$ cat config.mk
export PLATFORM = sky130hd
export DESIGN_NAME = se2ti_reduce
export DESIGN_NICKNAME = d
export VERILOG_FILES = /design/src/se2ti_pkg.sv /design/src/se2ti_reduce.sv
export SDC_FILE = /design/constraint.sdc
export NUM_CORES = 2
export LEC_CHECK = 0
export CORE_MARGIN = 3
export CORE_UTILIZATION = 28
export DETAILED_ROUTE_END_ITERATION = 7
export DONT_BUFFER_PORTS = 1
export HOLD_SLACK_MARGIN = 0.15
export SYNTH_ARGS = -nofsm -noshare
export SYNTH_HDL_FRONTEND = slang
export SYNTH_SLANG_ARGS = --single-unit
$ cat constraint.sdc
create_clock -name clk -period 2.7 [get_ports clk]
set_input_delay 0.54 -clock clk [delete_from_list [all_inputs] [get_ports clk]]
set_output_delay 0.54 -clock clk [all_outputs]
set_load 0.03 [all_outputs]
$ cat src/se2ti_pkg.sv
// Shared types, constants and the arctangent lookup for the twist integrator.
package se2ti_pkg;

	localparam int FRAC_BITS = 16;
	localparam int RATE_W    = 32;
	localparam int ANG_W     = 19;
	localparam int THR_W     = 16;

	// angle reduction: |w| in Q(F+24), one conditional subtract of 2pi<<k per stage
	localparam int RED_SH    = 24;
	localparam int RED_W     = RATE_W + RED_SH;
	localparam int RED_STEPS = 13;
	localparam int RES_W     = 45;
	localparam int Z_SH      = FRAC_BITS - 6;

	localparam logic [63:0]      PI_Q60    = 64'h3243F6A8885A308D;
	localparam logic [RES_W-1:0] PI_QR     = RES_W'(PI_Q60 >> (36 - FRAC_BITS));
	localparam logic [RES_W-1:0] TWO_PI_QR = PI_QR << 1;

	// CORDIC datapath, Q30
	localparam int Q30_W = 34;
	localparam logic signed [Q30_W-1:0] PI_Q30      = 34'sd3373259426;
	localparam logic signed [Q30_W-1:0] HALF_PI_Q30 = 34'sd1686629713;
	localparam logic signed [Q30_W-1:0] GAIN_Q30    = 34'sd652032874;
	localparam logic signed [Q30_W-1:0] ONE_Q30     = 34'sd1073741824;

	// translation: numerator Q(F+30), quotient Q30
	localparam int PROD_W   = 66;
	localparam int NUM_W    = 64;
	localparam int ROUND_SH = 30 - FRAC_BITS;

	typedef struct packed {
		logic                     bypass;
		logic signed [RATE_W-1:0] w;
		logic signed [RATE_W-1:0] vx;
		logic signed [RATE_W-1:0] vy;
	} twist_t;

	typedef struct packed {
		twist_t                  tw;
		logic signed [ANG_W-1:0] ang;
	} meta_t;

	typedef struct packed {
		logic signed [ANG_W-1:0]  pose_angle;
		logic signed [RATE_W-1:0] pose_x;
		logic signed [RATE_W-1:0] pose_y;
		logic                     saturated;
	} pose_t;

	function automatic logic signed [Q30_W-1:0] atan_q30(input int unsigned idx);
		logic [31:0] v;
		case (idx)
			0:  v = 32'd843314856;
			1:  v = 32'd497837829;
			2:  v = 32'd263043836;
			3:  v = 32'd133525158;
			4:  v = 32'd67021686;
			5:  v = 32'd33543515;
			6:  v = 32'd16775850;
			7:  v = 32'd8388437;
			8:  v = 32'd4194282;
			9:  v = 32'd2097149;
			10: v = 32'd1048575;
			11: v = 32'd524287;
			12: v = 32'd262143;
			13: v = 32'd131071;
			14: v = 32'd65535;
			15: v = 32'd32767;
			16: v = 32'd16383;
			17: v = 32'd8191;
			18: v = 32'd4095;
			19: v = 32'd2047;
			20: v = 32'd1024;
			21: v = 32'd511;
			22: v = 32'd255;
			23: v = 32'd127;
			24: v = 32'd63;
			25: v = 32'd31;
			26: v = 32'd15;
			27: v = 32'd8;
			28: v = 32'd4;
			29: v = 32'd2;
			30: v = 32'd1;
			default: v = 32'd0;
		endcase
		return $signed(Q30_W'(v));
	endfunction

endpackage

$ cat src/se2ti_reduce.sv
// Angle reduction pipeline: w mod 2pi into (-pi, pi], pose angle and CORDIC angle.
module se2ti_reduce (
	input  logic                                   clk,
	input  logic                                   arst_n,
	input  logic                                   en,
	input  logic                                   in_valid,
	input  se2ti_pkg::twist_t                      in_tw,
	output logic                                   out_valid,
	output se2ti_pkg::meta_t                       out_meta,
	output logic signed [se2ti_pkg::Q30_W-1:0]     out_z
);

	localparam int N = se2ti_pkg::RED_STEPS;
	localparam int RW = se2ti_pkg::RES_W;
	localparam logic signed [RW-1:0] PI_S     = $signed(se2ti_pkg::PI_QR);
	localparam logic signed [RW-1:0] TWO_PI_S = $signed(se2ti_pkg::TWO_PI_QR);
	localparam logic signed [RW-1:0] ANG_RND  = RW'(1) << (se2ti_pkg::RED_SH - 1);
	localparam logic signed [RW-1:0] Z_RND    = RW'(1) << (se2ti_pkg::Z_SH - 1);

	logic [N:0]                       v_s;
	logic [N:0]                       neg_s;
	logic [se2ti_pkg::RED_W-1:0]      rem_s [N+1];
	se2ti_pkg::twist_t                tw_s [N+1];

	logic [se2ti_pkg::RATE_W-1:0] w_bits;
	logic [se2ti_pkg::RATE_W-1:0] w_mag;

	assign w_bits = in_tw.w;
	assign w_mag  = w_bits[se2ti_pkg::RATE_W-1] ? (~w_bits + 1'b1) : w_bits;

	always_ff @(posedge clk or negedge arst_n) begin
		if (!arst_n) begin
			v_s[0] <= 1'b0;
		end else if (en) begin
			v_s[0] <= in_valid;
		end
	end

	always_ff @(posedge clk) begin
		if (en) begin
			tw_s[0]  <= in_tw;
			neg_s[0] <= w_bits[se2ti_pkg::RATE_W-1];
			rem_s[0] <= {w_mag, {se2ti_pkg::RED_SH{1'b0}}};
		end
	end

	// restoring reduction, quotient bit N-k decided in stage k
	for (genvar k = 1; k <= N; k++) begin : g_red
		localparam logic [se2ti_pkg::RED_W-1:0] SUB =
			se2ti_pkg::RED_W'(se2ti_pkg::TWO_PI_QR) << (N - k);

		always_ff @(posedge clk or negedge arst_n) begin
			if (!arst_n) begin
				v_s[k] <= 1'b0;
			end else if (en) begin
				v_s[k] <= v_s[k-1];
			end
		end

		always_ff @(posedge clk) begin
			if (en) begin
				tw_s[k]  <= tw_s[k-1];
				neg_s[k] <= neg_s[k-1];
				rem_s[k] <= (rem_s[k-1] >= SUB) ? rem_s[k-1] - SUB : rem_s[k-1];
			end
		end
	end

	// sign restore, wrap into (-pi, pi], then rounding
	logic                     v_a_s, v_b_s;
	se2ti_pkg::twist_t        tw_a_s, tw_b_s;
	logic signed [RW-1:0]     r_a_s, r_b_s;
	logic signed [RW-1:0]     r_pos;
	logic signed [RW-1:0]     r_wrap;
	logic signed [RW-1:0]     ang_full;
	logic signed [RW-1:0]     z_full;

	assign r_pos = $signed(rem_s[N][RW-1:0]);

	always_comb begin
		if (r_a_s > PI_S) begin
			r_wrap = r_a_s - TWO_PI_S;
		end else if (r_a_s <= -PI_S) begin
			r_wrap = r_a_s + TWO_PI_S;
		end else begin
			r_wrap = r_a_s;
		end
	end

	assign ang_full = (r_b_s + ANG_RND) >>> se2ti_pkg::RED_SH;
	assign z_full   = (r_b_s + Z_RND) >>> se2ti_pkg::Z_SH;

	always_ff @(posedge clk or negedge arst_n) begin
		if (!arst_n) begin
			v_a_s     <= 1'b0;
			v_b_s     <= 1'b0;
			out_valid <= 1'b0;
		end else if (en) begin
			v_a_s     <= v_s[N];
			v_b_s     <= v_a_s;
			out_valid <= v_b_s;
		end
	end

	always_ff @(posedge clk) begin
		if (en) begin
			tw_a_s       <= tw_s[N];
			r_a_s        <= neg_s[N] ? -r_pos : r_pos;
			tw_b_s       <= tw_a_s;
			r_b_s        <= r_wrap;
			out_meta.tw  <= tw_b_s;
			out_meta.ang <= ang_full[se2ti_pkg::ANG_W-1:0];
			out_z        <= z_full[se2ti_pkg::Q30_W-1:0];
		end
	end

endmodule

==> flow_metrics.env <==
export IMPL_ant_nets=0
export IMPL_track_usage=0.0942
export IMPL_h_tree_depth=5
export IMPL_postSynthAreaPerCell_um2=16.9
export IMPL_place_ws_ns=-0.319
export IMPL_async_reset_ff_frac=0.00696
export IMPL_timing_final_ws_setup_ns=-0.259
export IMPL_viasPerCell=4.27
export IMPL_synth_top_family_by_area="simple AND/OR/NAND/NOR gates"
export IMPL_cp_common_cell="buf_4"
export IMPL_worst_pin_slew_ns=1.08
export IMPL_numCtsBuffers=268
export IMPL_wl_um=167000
export IMPL_synth_top_area_frac=0.789
export IMPL_crit_family="compound AO/OA/AOI/OAI gates"
export IMPL_setup_viol=295
export IMPL_die_w_um=580
export IMPL_synth_simple_gate_area_share=0.0777
export IMPL_synth_cell_types=96
export IMPL_status="finished, violations left"
export IMPL_yosys_area_top_type="edfxtp_1"
export IMPL_crit_path_start_kind="flop"
export IMPL_syn_inst=5474
export IMPL_setup_worst_path_class="flop to flop"
export IMPL_max_slew_margin=0.277
export IMPL_p_switching_mw=27.4
export IMPL_synth_area_leaders="edfxtp_1 (79%), xnor2_1 (4.0%), xor2_1 (2.7%), nand2_1 (1.7%), nor2_1 (1.2%)"
export IMPL_worstReg2RegEnd="rem_s[2][55]$_DFFE_PP_"
export IMPL_p_per_area_nw_per_um2=882
export IMPL_clk_path_buf_depth=4
export IMPL_muxShareOfSynthArea=0.00309
export IMPL_violations="setup timing"
export IMPL_syn2layout_area_growth_pct=29.3
export IMPL_dp_cells=10400
export IMPL_ys_seq_area_frac=0.794
export IMPL_ys_ff_latch=2443
export IMPL_swShare=0.260
export IMPL_hold_viol=0
export IMPL_drive_above_1_share=0.288
export IMPL_p_leak_nw=41.4
export IMPL_holdPathEnd="tw_s[0][38]$_DFFE_PP_"
export IMPL_synth_warnings=0
export IMPL_hold_class="input pin to flop"
export IMPL_rows=210
export IMPL_cts_sinks=2443
export IMPL_clk_insertion_delay_late_ns=0.89
export IMPL_synthXorXnorAreaFrac=0.0672
export IMPL_regToRegSetupSlack_ns=-0.26
export IMPL_grt_overflow=0
export IMPL_drcViolationCount=0
export IMPL_grt_pass1_vias=48800
export IMPL_crit_required_ns=3.28
export IMPL_max_clock_freq_ghz=0.338
export IMPL_start_util=0.282
export IMPL_synthAdderAreaFrac=0.00325
export IMPL_hold_start="in_tw[38]"
export IMPL_final_instance_count_excl_fill=11100
export IMPL_crit_path_max_fanout=3
export IMPL_synth_cell_area_um2=92300
export IMPL_worstHoldPathCells=1
export IMPL_power_frac_clock=0.338
export IMPL_fill_cells=30100
export IMPL_maxCapViolations=0
export IMPL_coreArea_um2=328000
export IMPL_grt_antenna_before_repair=10
export IMPL_synthesis_nets=5599
export IMPL_cts_tree="done"
export IMPL_r2r_cells=10
export IMPL_placed_area_um2=103000
export IMPL_crit_path_cell_trace="or3_4, o31a_1, a311oi_2, buf_4, nor3_2, o31ai_2, buf_4, a31oi_4, a31oi_1, mux2_2"
export IMPL_finalCoreUtilization=0.364
export IMPL_holdWs_ns=0.295
export IMPL_dieArea_um2=337000
export IMPL_wl_per_cell_um=15.0
export IMPL_reg2reg_from="rem_s[1][70]$_DFFE_PP_"
export IMPL_arrival_ns=3.54
export IMPL_grt_max_degree=114
export IMPL_ir_drop_v=0.000533
export IMPL_synth_compound_area_frac=0.0464
export IMPL_io_pins=252
export IMPL_num_nets_final=6700
export IMPL_synth_main_ff_cell="edfxtp_1"
export IMPL_pwr_share_comb=0.165
export IMPL_critPathCaptureType="flop"
export IMPL_design_area_um2=119000
export IMPL_slew_violations=0
export IMPL_min_period_ns=2.96
export IMPL_finalCritPeriodShare=1.10
export IMPL_multi_input_area_um2=22600
export IMPL_drt_pass1_iter_count=5
export IMPL_critPathBufInv=2
export IMPL_drtIter0Drc=2759
export IMPL_cpMaxStageDelayCell="or3_4"
export IMPL_cpPeakStageDelay_ns=0.41
export IMPL_path_clk_slew_ns=0.06
export IMPL_dp_hpwl_um=106000
export IMPL_port_buffers=0
export IMPL_vias=47500
export IMPL_p_seq_frac=0.497
export IMPL_place_gp_congestion=0.836
export IMPL_regArea_um2=73300
export IMPL_rsz0062_at_grt="yes"
export IMPL_p_int_mw=77.8
export IMPL_synth_edff_count=2426
export IMPL_die_h_um=580
export IMPL_grt_pass1_wl_um=263000
export IMPL_cts_root_buf="clkbuf_16"
export IMPL_finalClockSkew_ns=0.0658
how the worst max path moves through the flow:
stage,startpoint,endpoint,slack (ns),cells after the start
2_1_floorplan,r_a_s[14]$_DFFE_PP_,r_b_s[43]$_DFFE_PP_,-0.10,8
3_3_place_gp,rem_s[2][14]$_DFFE_PP_,rem_s[2][109]$_DFFE_PP_,-0.31,11
3_5_place_dp,rem_s[4][7]$_DFFE_PP_,rem_s[4][108]$_DFFE_PP_,-0.32,11
4_1_cts,rem_s[1][70]$_DFFE_PP_,rem_s[2][55]$_DFFE_PP_,-0.24,10
5_1_grt,rem_s[2][12]$_DFFE_PP_,rem_s[2][110]$_DFFE_PP_,-0.35,10
6_report,rem_s[1][70]$_DFFE_PP_,rem_s[2][55]$_DFFE_PP_,-0.26,10
cells in the final DEF (no fill, tap or decap), types with 49 or more instances in the layout:
cell type,netlist,final
xor2_1,286,278
nor3_1,132,92
clkbuf_16,0,280
nor2_1,287,222
edfxtp_1,2426,2426
buf_6,4,82
dlygate4sd3_1,0,101
buf_12,0,64
nand2_1,423,315
nand2_4,0,58
buf_4,1,663
o21ai_0,145,101
nand3_1,134,91
xnor2_2,0,75
clkinv_1,0,49
xnor2_1,422,345
a21oi_1,139,97
inv_1,64,54
Yosys cell counts, types with 44 or more instances:
master / count
nor2_1: 287
a21oi_1: 139
or3_1: 61
xnor2_1: 422
nor3_1: 132
edfxtp_1: 2426
nand2b_1: 49
inv_1: 64
nand2_1: 423
o31ai_1: 44
clkbuf_1: 84
xor2_1: 286
o21ai_0: 145
nor4_1: 70
nand3_1: 134
flip-flops by register name, summed over array words and instances, names as in the netlist:
signal	count
out_valid	1
v_b_s	1
v_a_s	1
r_b_s	35
v_s	14
tw_b_s	97
rem_s	645
tw_a_s	97
out_meta	116
out_z	34
r_a_s	44
tw_s	1358
routing by layer:
layer | GRT usage | up-vias | part of all wire
met3 | 0.0204 | 390 | 0.042
li1 | - | 23200 | -
met1 | 0.109 | 23200 | 0.40
met2 | 0.169 | 787 | 0.52
met5 | 0 | - | 0.00014
met4 | 0.0370 | 4 | 0.036
power groups by stage:
stage	Sequential [mW]	Combinational (mW)	Clock, mW
floorplan	51.8	8.44	0
global placement	52.6	13.8	0
detailed placement	52.8	14.1	0
CTS	52.1	15.4	37.1
global route	52.8	19.0	38.7
finish	52.3	17.3	35.6
worst register-to-register path, cell delays in order, from the launching register on:
cell      delay (ns)
edfxtp_1        0.38
or3_4           0.41
o31a_1          0.30
a311oi_2        0.29
buf_4           0.19
nor3_2          0.04
o31ai_2         0.23
buf_4           0.19
a31oi_4         0.09
a31oi_1         0.20
mux2_2          0.35
repair_timing:
action                     CTS  global route
resized for setup          415           593
setup endpoints to repair  437           531
gates cloned                15            12
hold buffers               101             0
hold endpoints to repair   161             0
pin swaps                  121           225
setup buffers               80            86
kinds of logic after synthesis:
kind of cell / count (synthesis)
AOI/OAI and AO/OA: 645
and+or+nand+nor: 1438
buffers and inverters: 190
DFF: 2443
muxes: 26
adders and majority gates: 24
xor gates and xnor gates: 708
cell type report:
type,instances,area share
sequential,2443,0.614
multi-input combinational,2841,0.190
timing repair buffer,941,0.0738
clock buffer,319,0.0590
tap,4346,0.0456
clock inverter,157,0.0140
inverter,73,0.00278
timing repair inverter,7,0.000755
antenna,9,0.000189
through the flow:
step	TNS (ns)	power (mW)
CTS	-22.21	105
global placement	-33.00	66.4
detailed placement	-39.90	66.8
floorplan	-3.82	60.2
global route	-64.41	111
finish	-30.98	105
Note: power is estimated with default switching activity, not from simulation.
